### config.mk
export PLATFORM = sky130hd
export DESIGN_NAME = hiq_cmd_fifo
export DESIGN_NICKNAME = d
export VERILOG_FILES = /design/src/hdl/hiq_pkg.sv /design/src/hdl/hiq_cmd_fifo.sv
export SDC_FILE = /design/constraint.sdc
export NUM_CORES = 1
export LEC_CHECK = 0
export ABC_AREA = 1
export BUFFER_PORTS_ARGS = -buffer_cell sky130_fd_sc_hd__buf_2
export CAP_MARGIN = 20
export CORE_MARGIN = 2
export CORE_UTILIZATION = 55
export CTS_CLUSTER_SIZE = 10
export DETAILED_ROUTE_END_ITERATION = 12
export PLACE_DENSITY = 0.93
export REMOVE_ABC_BUFFERS = 1
export SKIP_CTS_REPAIR_TIMING = 1
export SLEW_MARGIN = 20
export SYNTH_ARGS = -nofsm -noshare
export SYNTH_HDL_FRONTEND = slang
export SYNTH_SLANG_ARGS = --single-unit
### constraint.sdc
create_clock -name aclk -period 5.8 [get_ports aclk]
set_input_delay 0.29 -clock aclk [delete_from_list [all_inputs] [get_ports aclk]]
set_output_delay 0.29 -clock aclk [all_outputs]
set_load 0.05 [all_outputs]
### src/hdl/hiq_pkg.sv
`default_nettype none
package hiq_pkg;

    // default sizes
    localparam int REF_DEPTH_DEF  = 1048576;
    localparam int MAX_OP_LEN_DEF = 64;

    // fixed field widths
    localparam int BASE_W  = 8;
    localparam int POS_W   = 20;
    localparam int CODE_W  = 4;
    localparam int OPLEN_W = 7;
    localparam int CUR_W   = 21;
    localparam int RUN_W   = 5;
    localparam int QUAL_W  = 7;

    localparam int S_TDATA_W = 48;
    localparam int M_TDATA_W = 8;

    localparam logic [RUN_W-1:0]  RUN_SAT    = 5'd19;
    localparam logic [RUN_W-1:0]  QMAX_COUNT = 5'd18;
    localparam logic [QUAL_W-1:0] QUAL_BANG  = 7'd33;

    // action selector carried on s_tuser
    localparam logic [1:0] ACT_LOAD  = 2'd0;
    localparam logic [1:0] ACT_START = 2'd1;
    localparam logic [1:0] ACT_OP    = 2'd2;

    // alignment operation codes
    localparam logic [CODE_W-1:0] OP_MATCH = 4'd0;
    localparam logic [CODE_W-1:0] OP_INS   = 4'd1;
    localparam logic [CODE_W-1:0] OP_DEL   = 4'd2;
    localparam logic [CODE_W-1:0] OP_SOFT  = 4'd4;
    localparam logic [CODE_W-1:0] OP_HARD  = 4'd5;
    localparam logic [CODE_W-1:0] OP_EQUAL = 4'd7;
    localparam logic [CODE_W-1:0] OP_DIFF  = 4'd8;

    localparam int QDEPTH = 2;
    localparam int QCNT_W = 2;

    typedef enum logic [2:0] {
        CMD_LOAD   = 3'd0,
        CMD_START  = 3'd1,
        CMD_LOOKUP = 3'd2,
        CMD_BANG   = 3'd3,
        CMD_SKIP   = 3'd4,
        CMD_BAD    = 3'd5
    } cmd_kind_t;

    typedef struct packed {
        cmd_kind_t            kind;
        logic [BASE_W-1:0]    base;
        logic                 fresh;
        logic [POS_W-1:0]     pos;
        logic [OPLEN_W-1:0]   len;
    } cmd_t;

    // run count -> quality character
    function automatic logic [QUAL_W-1:0] qual_of(input logic [RUN_W-1:0] c);
        logic [QUAL_W-1:0] q;
        q = QUAL_BANG;
        unique case (c)
            5'd0:    q = 7'd33;
            5'd1:    q = 7'd77;
            5'd2:    q = 7'd77;
            5'd3:    q = 7'd77;
            5'd4:    q = 7'd76;
            5'd5:    q = 7'd75;
            5'd6:    q = 7'd69;
            5'd7:    q = 7'd67;
            5'd8:    q = 7'd64;
            5'd9:    q = 7'd61;
            5'd10:   q = 7'd60;
            5'd11:   q = 7'd59;
            5'd12:   q = 7'd58;
            5'd13:   q = 7'd57;
            5'd14:   q = 7'd56;
            5'd15:   q = 7'd56;
            5'd16:   q = 7'd55;
            5'd17:   q = 7'd55;
            5'd18:   q = 7'd54;
            default: q = QUAL_BANG;
        endcase
        return q;
    endfunction

endpackage
`default_nettype wire

### src/hdl/hiq_cmd_fifo.sv
`default_nettype none
module hiq_cmd_fifo
    import hiq_pkg::*;
(
    input  wire logic              aclk,
    input  wire logic              aresetn,
    input  wire logic              push,
    input  wire cmd_t              push_cmd,
    input  wire logic              pop,
    output cmd_t                   head,
    output logic                   empty,
    output logic                   full,
    output logic [QCNT_W-1:0]      count
);

    cmd_t             slot_reg [QDEPTH];
    logic             wptr_reg, wptr_next;
    logic             rptr_reg, rptr_next;
    logic [QCNT_W-1:0] cnt_reg, cnt_next;
    logic             do_push, do_pop;

    assign empty   = (cnt_reg == '0);
    assign full    = (cnt_reg == QCNT_W'(QDEPTH));
    assign count   = cnt_reg;
    assign head    = slot_reg[rptr_reg];
    assign do_push = push && !full;
    assign do_pop  = pop && !empty;

    always_comb begin
        wptr_next = do_push ? ~wptr_reg : wptr_reg;
        rptr_next = do_pop ? ~rptr_reg : rptr_reg;
        cnt_next  = cnt_reg;
        if (do_push && !do_pop) begin
            cnt_next = cnt_reg + QCNT_W'(1);
        end else if (do_pop && !do_push) begin
            cnt_next = cnt_reg - QCNT_W'(1);
        end
    end

    always_ff @(posedge aclk) begin
        if (!aresetn) begin
            wptr_reg <= 1'b0;
            rptr_reg <= 1'b0;
            cnt_reg  <= '0;
        end else begin
            wptr_reg <= wptr_next;
            rptr_reg <= rptr_next;
            cnt_reg  <= cnt_next;
        end
    end

    always_ff @(posedge aclk) begin
        if (do_push) begin
            slot_reg[wptr_reg] <= push_cmd;
        end
    end

endmodule
`default_nettype wire

==> flow_summary.yaml <==
synth:
  syn-mean-instance-area_um2: 19.53
  synth-seq-area-share_pct: 78.65
  synth_seq_cells: 83
  yosys_warnings: 0
  syn_inst: 159
  syn-cell-area_um2: 3105
  synth_cell_types: 16
floorplanning:
  placementRows: 27
  die_w_um: 79.14
  die_h_um: 79.14
  core-area_um2: 5473
  initial_core_util_pct: 56.74
  die_area_um2: 6263
  io_pins: 86
worst_setup_path:
  path_class: "flip-flop to output pin"
  critPathLaunchType: "flip-flop"
  worst_setup_path_end_kind: "output pin"
  critPathArrivalTime_ns: 2.00
  path_max_fanout: 39
  cp.required_ns: 5.51
timing:
  post-route-period-util_pct: 39.46
  setup_viol: 0
  max_slew_margin_pct: 33.04
  drv_slew: 0
  finalWorstSetupSlack_ns: 3.512
  finalCriticalPeriod_ns: 2.288
  rsz0062_at_grt: "no"
  hold_violations: 0
  skew_ns: 0.004085
  fin_setup_tns_ns: 0
  fmax_ghz: 0.4370
  worstMarginPinSlew_ns: 1.004
min_path:
  hold_path_class: "primary input to flip-flop"
layout:
  nets: 297
  syn_to_final_growth_pct: 22.72
  fillers: 366
  seq_area_um2: 2444
  drive_gt1_share_pct: 55.43
  multi_input_area_um2: 603.1
  largest_reg_flops: 78
  n_antenna_cell: 0
placed_design:
  port_buffers: 85
  pre_cts_slack_ns: 3.854
  place_congestion: 0.8144
  dpl.hpwl_um: 3196
power_and_ir_drop:
  power_density_nw_per_um2: 473.6
  leakage_nw: 1.477
  irDropWorstVdd_uv: 286.7
  power_w: 0.001805
clocking:
  clk_pin_slew_worst_paths_ns: 0.07
  cts-root-buf: "clkbuf_8"
  tritoncts: "built"
  clkSinkCount: 83
  cts_buffers: 9
  h-tree-depth: 3
  clockBufferDepth: 2
  clock_latency_ns: 0.33
drt:
  avgViaCountPerCell: 5.024
  drc: 0
  first_pass_iters: 4
  detail-route-antenna-nets: 0
  num_vias: 1658
  drt_iter0_markers: 69
  avgRoutedWirePerCell_um: 14.55
  finalWirelength_um: 4802
global_route:
  grt_pass1_vias: 1723
  grt_use_total_pct: 16.93
  grt-ovfl-total: 0
  grt_antenna_before_repair: 0
  grt_pass1_wl_um: 7714
  grt_max_degree: 40
job:
  maxCapViolCount: 0
run_status:
  status: "finished, final reports clean"
## worst max-delay path, stage by stage, from the launching register on
cell     delay [ns]
dfxtp_2        0.99
mux2_2         0.44
buf_2          0.21
## cells in the final DEF (no fill, tap or decap)
cell	count
a21oi_1	1
buf_16	2
buf_2	85
clkbuf_1	1
clkbuf_8	9
clkinv_1	2
clkinv_2	2
clkinvlp_4	2
dfxtp_1	4
dfxtp_2	1
edfxtp_1	78
ha_1	1
inv_1	9
mux2_2	29
mux2_4	10
nand2_1	6
nand3_1	1
nand4_1	1
nor2_1	9
nor2_4	2
o21ai_0	2
o21ai_2	1
## report_power, final
group,total (W),switching (W),internal (W),leakage [nW]
Sequential,0.000816,0.0000581,0.000757,0.769
Combinational,0.000660,0.000464,0.000197,0.630
Clock,0.000329,0.000178,0.000151,0.0771
Total,0.00180,0.000700,0.00110,1.48
## cell families (layout without fill, tap and decap cells)
logic type / count (synthesis) / in the layout / share of synthesized area, %
muxes: 39 / 39 / 15.35
and+or+nand+nor: 19 / 19 / 2.417
DFF: 83 / 83 / 78.65
buffers and inverters: 13 / 112 / 2.417
AOI/OAI and AO/OA: 4 / 4 / 0.7654
adders and majority gates: 1 / 1 / 0.4028
## layout make-up
class | instances | area share (%)
clock buffer | 10 | 3.349
clock inverter | 6 | 0.8536
inverter | 9 | 0.8864
multi-input combinational | 63 | 15.82
sequential | 83 | 64.12
tap | 72 | 2.364
timing repair buffer | 87 | 12.61
## final timing paths
kind,startpoint,to,slack (ns),cells past startpoint
setup / recovery,flip-flop,head[6],3.51,2
hold / removal,push_cmd[28],slot_reg[0][28],0.14,1
setup reg to reg,count[1],count[1],4.19,9
hold reg to reg,rptr_reg,flip-flop,0.52,2
## synth_stat cells, drive strengths merged
library cell	n	area [µm²]
nand2	6	22.52
a21oi	1	5.000
ha	1	12.51
mux2	39	476.7
edfxtp	78	2342
inv	9	33.78
dfxtp	5	100.1
nand4	1	6.260
buf	4	41.28
o21ai	3	18.77
nand3	1	5.000
nor2	11	41.29
## stage by stage
step | hold WS, ns | util [%] | cells | instance area [µm²]
final | 0.1407 | 69.64 | 330 | 3811
after floorplan | 0.3889 | - | 155 | 3064
after CTS | 0.1150 | 68.63 | 328 | 3756
after detailed placement | 0.4814 | 65.71 | 312 | 3596
after global routing | 0.1158 | 69.64 | 330 | 3811
after global placement | 0.4773 | 65.71 | 312 | 3596
## metal layers
| layer | vias to the layer above | part of all wire [%] | GRT usage, % |
|---|---|---|---|
| met2 | 72 | 52 | 28.14 |
| met4 | 0 | 2.1 | 10.00 |
| met5 | - | 0 | 0 |
| met1 | 789 | 39 | 19.44 |
| li1 | 788 | - | - |
| met3 | 9 | 7.5 | 5.000 |
(Power assumes the default switching activity.)
