## config.mk

```make
export PLATFORM = sky130hd
export DESIGN_NAME = hiq_front
export DESIGN_NICKNAME = d
export VERILOG_FILES = /design/src/hdl/hiq_pkg.sv /design/src/hdl/hiq_front.sv
export SDC_FILE = /design/constraint.sdc
export NUM_CORES = 1
export LEC_CHECK = 0
export ABC_AREA = 0
export BUFFER_PORTS_ARGS = -buffer_cell sky130_fd_sc_hd__buf_2
export CORE_ASPECT_RATIO = 1.25
export CORE_UTILIZATION = 26
export DETAILED_ROUTE_END_ITERATION = 7
export GPL_TIMING_DRIVEN = 1
export PLACE_DENSITY = 0.9
export SYNTH_ARGS = -nofsm -noshare
export SYNTH_HDL_FRONTEND = slang
export SYNTH_SLANG_ARGS = --single-unit
```

## constraint.sdc

```tcl
create_clock -name aclk -period 1.1 [get_ports aclk]
set_input_delay 0 -clock aclk [delete_from_list [all_inputs] [get_ports aclk]]
set_output_delay 0 -clock aclk [all_outputs]
set_load 0.02 [all_outputs]
```

## src/hdl/hiq_pkg.sv

```systemverilog
`default_nettype none
package hiq_pkg;

    // default sizes
    localparam int REF_DEPTH_DEF  = 1048576;
    localparam int MAX_OP_LEN_DEF = 64;

    // fixed field widths
    localparam int BASE_W  = 8;
    localparam int POS_W   = 20;
    localparam int CODE_W  = 4;
    localparam int OPLEN_W = 7;
    localparam int CUR_W   = 21;
    localparam int RUN_W   = 5;
    localparam int QUAL_W  = 7;

    localparam int S_TDATA_W = 48;
    localparam int M_TDATA_W = 8;

    localparam logic [RUN_W-1:0]  RUN_SAT    = 5'd19;
    localparam logic [RUN_W-1:0]  QMAX_COUNT = 5'd18;
    localparam logic [QUAL_W-1:0] QUAL_BANG  = 7'd33;

    // action selector carried on s_tuser
    localparam logic [1:0] ACT_LOAD  = 2'd0;
    localparam logic [1:0] ACT_START = 2'd1;
    localparam logic [1:0] ACT_OP    = 2'd2;

    // alignment operation codes
    localparam logic [CODE_W-1:0] OP_MATCH = 4'd0;
    localparam logic [CODE_W-1:0] OP_INS   = 4'd1;
    localparam logic [CODE_W-1:0] OP_DEL   = 4'd2;
    localparam logic [CODE_W-1:0] OP_SOFT  = 4'd4;
    localparam logic [CODE_W-1:0] OP_HARD  = 4'd5;
    localparam logic [CODE_W-1:0] OP_EQUAL = 4'd7;
    localparam logic [CODE_W-1:0] OP_DIFF  = 4'd8;

    localparam int QDEPTH = 2;
    localparam int QCNT_W = 2;

    typedef enum logic [2:0] {
        CMD_LOAD   = 3'd0,
        CMD_START  = 3'd1,
        CMD_LOOKUP = 3'd2,
        CMD_BANG   = 3'd3,
        CMD_SKIP   = 3'd4,
        CMD_BAD    = 3'd5
    } cmd_kind_t;

    typedef struct packed {
        cmd_kind_t            kind;
        logic [BASE_W-1:0]    base;
        logic                 fresh;
        logic [POS_W-1:0]     pos;
        logic [OPLEN_W-1:0]   len;
    } cmd_t;

    // run count -> quality character
    function automatic logic [QUAL_W-1:0] qual_of(input logic [RUN_W-1:0] c);
        logic [QUAL_W-1:0] q;
        q = QUAL_BANG;
        unique case (c)
            5'd0:    q = 7'd33;
            5'd1:    q = 7'd77;
            5'd2:    q = 7'd77;
            5'd3:    q = 7'd77;
            5'd4:    q = 7'd76;
            5'd5:    q = 7'd75;
            5'd6:    q = 7'd69;
            5'd7:    q = 7'd67;
            5'd8:    q = 7'd64;
            5'd9:    q = 7'd61;
            5'd10:   q = 7'd60;
            5'd11:   q = 7'd59;
            5'd12:   q = 7'd58;
            5'd13:   q = 7'd57;
            5'd14:   q = 7'd56;
            5'd15:   q = 7'd56;
            5'd16:   q = 7'd55;
            5'd17:   q = 7'd55;
            5'd18:   q = 7'd54;
            default: q = QUAL_BANG;
        endcase
        return q;
    endfunction

endpackage
`default_nettype wire

```

## src/hdl/hiq_front.sv

```systemverilog
`default_nettype none
module hiq_front
    import hiq_pkg::*;
#(
    parameter int MAX_OP_LEN = MAX_OP_LEN_DEF
) (
    input  wire logic                 aclk,
    input  wire logic                 aresetn,
    input  wire logic                 s_tvalid,
    output logic                      s_tready,
    input  wire logic [S_TDATA_W-1:0] s_tdata,
    input  wire logic [1:0]           s_tuser,
    input  wire logic                 q_full,
    output logic                      q_push,
    output cmd_t                      q_cmd
);

    localparam logic [OPLEN_W-1:0] MAX_LEN = OPLEN_W'(MAX_OP_LEN);

    logic                active_reg, active_next;
    logic                accept;
    logic [CODE_W-1:0]   code;
    logic [OPLEN_W-1:0]  raw_len, len_c;
    logic                len_nz;

    assign s_tready = !q_full;
    assign accept   = s_tvalid && s_tready;
    assign code     = s_tdata[33:30];
    assign raw_len  = s_tdata[40:34];
    assign len_c    = (raw_len > MAX_LEN) ? MAX_LEN : raw_len;
    assign len_nz   = (len_c != '0);

    always_comb begin
        q_cmd.kind  = CMD_LOAD;
        q_cmd.base  = s_tdata[7:0];
        q_cmd.fresh = s_tdata[8];
        q_cmd.pos   = s_tdata[28:9];
        q_cmd.len   = len_c;
        q_push      = 1'b0;
        active_next = active_reg;
        if (accept) begin
            unique case (s_tuser)
                ACT_LOAD: begin
                    q_push = 1'b1;
                end
                ACT_START: begin
                    q_cmd.kind  = CMD_START;
                    q_push      = 1'b1;
                    active_next = s_tdata[29];
                end
                ACT_OP: begin
                    if (active_reg) begin
                        unique case (code)
                            OP_MATCH, OP_EQUAL, OP_DIFF: begin
                                q_cmd.kind = CMD_LOOKUP;
                                q_push     = len_nz;
                            end
                            OP_INS, OP_SOFT: begin
                                q_cmd.kind = CMD_BANG;
                                q_push     = len_nz;
                            end
                            OP_DEL: begin
                                q_cmd.kind = CMD_SKIP;
                                q_push     = len_nz;
                            end
                            OP_HARD: begin
                                q_push = 1'b0;
                            end
                            default: begin
                                // unsupported code: one flagged beat, read disarmed
                                q_cmd.kind  = CMD_BAD;
                                q_push      = 1'b1;
                                active_next = 1'b0;
                            end
                        endcase
                    end
                end
                default: begin
                    q_push = 1'b0;
                end
            endcase
        end
    end

    always_ff @(posedge aclk) begin
        if (!aresetn) begin
            active_reg <= 1'b0;
        end else begin
            active_reg <= active_next;
        end
    end

endmodule
`default_nettype wire

```

==> impl_metrics.csv <==
group,metric,value,unit
worst_setup_path,rr_startpoint,"active_reg",
timing,hold_slack,0.00000561,ns
synth,synthMuxAreaShare,0,%
floorplan,dieHeight,52.7,um
synth,syn_nets,133,
worst_setup_path,rr_endpoint,"active_reg",
placement,hpwl,974,um
worst_setup_path,path_max_fanout,2,
grt,grt.overflow.total,0,
worst_setup_path,critPathMaxStageDelay,0.54,ns
outcome,violations,"setup timing",
layout,mostFrequentLayoutCell,"buf_2",
worst_setup_path,worstSetupPathType,"in -> out",
worst_setup_path,cp-start-kind,"input pin",
synth,yosysWarnings,0,
floorplan,core_region_area,1960,um2
synth,synth_top_family_by_area,"buffers and inverters",
synth,synth_area,534,um2
worst_setup_path,endpoint_kind,"primary output",
worst_setup_path,crit_end,"q_push",
timing,final_hold_viol_count,0,
hold_path,holdCritStartpoint,"s_tdata[24]",
layout,nets,144,
floorplan,dieArea,2240,um2
timing,slew_headroom,82.4,%
layout,antennaDiodeCount,0,
placement,port_buffers,29,
layout,layout_common_cells,"buf_2, buf_4, nor2b_1",
worst_setup_path,crit_family,"simple AND/OR/NAND/NOR gates",
clock_network,clk_latency,0,ns
layout,regArea,20.0,um2
layout,drive_gt1_share,61.9,%
synth,avgSynthCellArea,7.12,um2
power,peakVddDrop,0.171,mV
placement,place_congestion,0.715,
worst_setup_path,cp_cell_sequence,"buf_2 -> or4_4 -> nor4_4 -> a221oi_2 -> o31a_1 -> buf_2",
worst_setup_path,reg2reg_depth,2,
timing,worst_pin_slew,0.262,ns
detailed_routing,drc,0,
synth,synth-simple-area-share,25.8,%
worst_setup_path,cp.depth,6,
worst_setup_path,crit_top_cell,"buf_2",
detailed_routing,num_vias,509,
synth,synth_compound_gate_area_share,11.7,%
synth,yosysSeqAreaShare,3.75,%
timing,setup_violations,1,
floorplan,die-width,42.5,um
synth,ys_types,25,
synth,synthAdderAreaFrac,13.1,%
hold_path,hold_class,"in -> out",
worst_setup_path,regToRegSetupSlack,0.52,ns
floorplan,fp-row-count,18,
timing,rsz0062_at_grt,"true",
synth,synthCells,75,
grt,grt_max_degree,7,
floorplan,start_util,27.3,%
floorplan,io_pins,95,
clock_network,cts_hold_buf,0,
grt,grt_pass1_vias,464,
placement,place_area,562,um2
worst_setup_path,path_buf_inv,2,
synth,synthXorXnorAreaFrac,0,%
timing,clock.fmax,0.770,GHz
layout,syn_to_final_growth,19.2,%
synth,ys_seq_elements,1,
layout,largest_reg_flops,1,
run,max_cap_violations,0,
layout,fin_area,637,um2
detailed_routing,first_pass_iters,4,
timing,worst_slack,-0.198,ns
worst_setup_path,worstPathArrival,1.30,ns
power,p_leak,0.000306,uW
timing,fin_crit_sh,118,%
detailed_routing,wl,1230,um
timing,period_minus_slack,1.30,ns
detailed_routing,wire_per_inst,11.9,um
layout,n_fill_cell,215,
timing,drv_slew,0,
detailed_routing,postRouteAntennaNets,0,
timing,clock_skew,0,ns
grt,grt_first_pass_wirelength,1740,um
worst_setup_path,required,1.10,ns
grt,antenna_found_initial,0,
worst_setup_path,crit_start,"s_tdata[34]",
outcome,outcome,"finished with violations",
worst_setup_path,slowest_stage,"or4_4",
power,powerDensity,369,nW/um2
detailed_routing,drt_iter0_drc,2,
layout,multi_input_area,318,um2
detailed_routing,via_per_inst,4.89,
grt,grt_usage,9.50,%
==> final cells by class <==
type / count / area share (%)
Tap cell: 20 / 3.93
Inverter: 5 / 3.73
Multi-Input combinational cell: 38 / 49.9
Sequential cell: 1 / 3.14
Timing Repair Buffer: 40 / 39.3
==> worst min path at each step <==
stage,endpoint,depth (start not counted)
3_3_place_gp,q_cmd[20],0
2_1_floorplan,q_cmd[0],1
3_5_place_dp,q_cmd[20],0
5_1_grt,q_cmd[32],0
4_1_cts,q_cmd[20],0
6_report,q_cmd[22],0
==> power breakdown <==
part	switching [uW]	leakage (uW)	internal, uW	total, uW
Sequential	0.638	0.00000810	38.2	38.8
Combinational	99.8	0.000298	96.1	196
Clock	0	0	0	0
==> cell usage after synthesis <==
master / n / area (um2)
dfxtp_1: 1 / 20.0
inv_1: 5 / 18.8
buf_4: 29 / 218
maj3_1: 2 / 20.0
nor2_2: 1 / 6.26
o211ai_1: 1 / 7.51
o21ai_1: 1 / 5.00
nand3b_1: 1 / 7.51
ha_1: 4 / 50.1
nor2_1: 3 / 11.3
nor3b_1: 1 / 7.51
nor3_1: 1 / 5.00
a221oi_1: 1 / 8.76
o31a_1: 1 / 8.76
clkbuf_1: 2 / 7.51
nand2_1: 3 / 11.3
nor2b_1: 6 / 37.5
a21oi_1: 4 / 20.0
o21ai_0: 1 / 5.00
nor4_2: 1 / 12.5
or4_4: 1 / 11.3
nor4_1: 1 / 6.26
a211oi_1: 1 / 7.51
or3_1: 2 / 12.5
nand4b_1: 1 / 8.76
==> repair_timing <==
action                     in CTS  in global routing
pin swaps                       2                  5
setup buffers                   0                  0
setup endpoints to repair       3                  4
gates cloned                    0                  0
resized for setup               6                 12
==> per-stage QoR <==
step,std cells,worst slack (ns),total power [uW],utilization [%],setup TNS [ns]
after floorplan,75,0.00790,271,-,0
after global placement,104,-0.225,205,28.7,-0.238
after detailed placement,104,-0.226,209,28.7,-0.285
after CTS,104,-0.208,217,30.1,-0.208
after global routing,104,-0.273,252,32.5,-0.398
final,104,-0.198,235,32.5,-0.198
==> layer usage <==
metal  wire length, um  share of wire, %  track usage (%)  vias to the layer above
met1               420                34             8.72                      223
li1                  -                 -                -                      239
met3               146                12             1.38                       10
met4                47               3.8             5.21                        0
met2               618                50             19.5                       37
met5                 0                 0                0                        -
==> kinds of logic (layout without fill, tap and decap cells) <==
group,count (synthesis),in the layout
flip-flops,1,1
AO/OA/AOI/OAI,10,10
AND/OR/NAND/NOR,22,22
buffers and inverters,36,45
adder cells (fa/ha/maj),6,6
(Power assumes the default switching activity.)
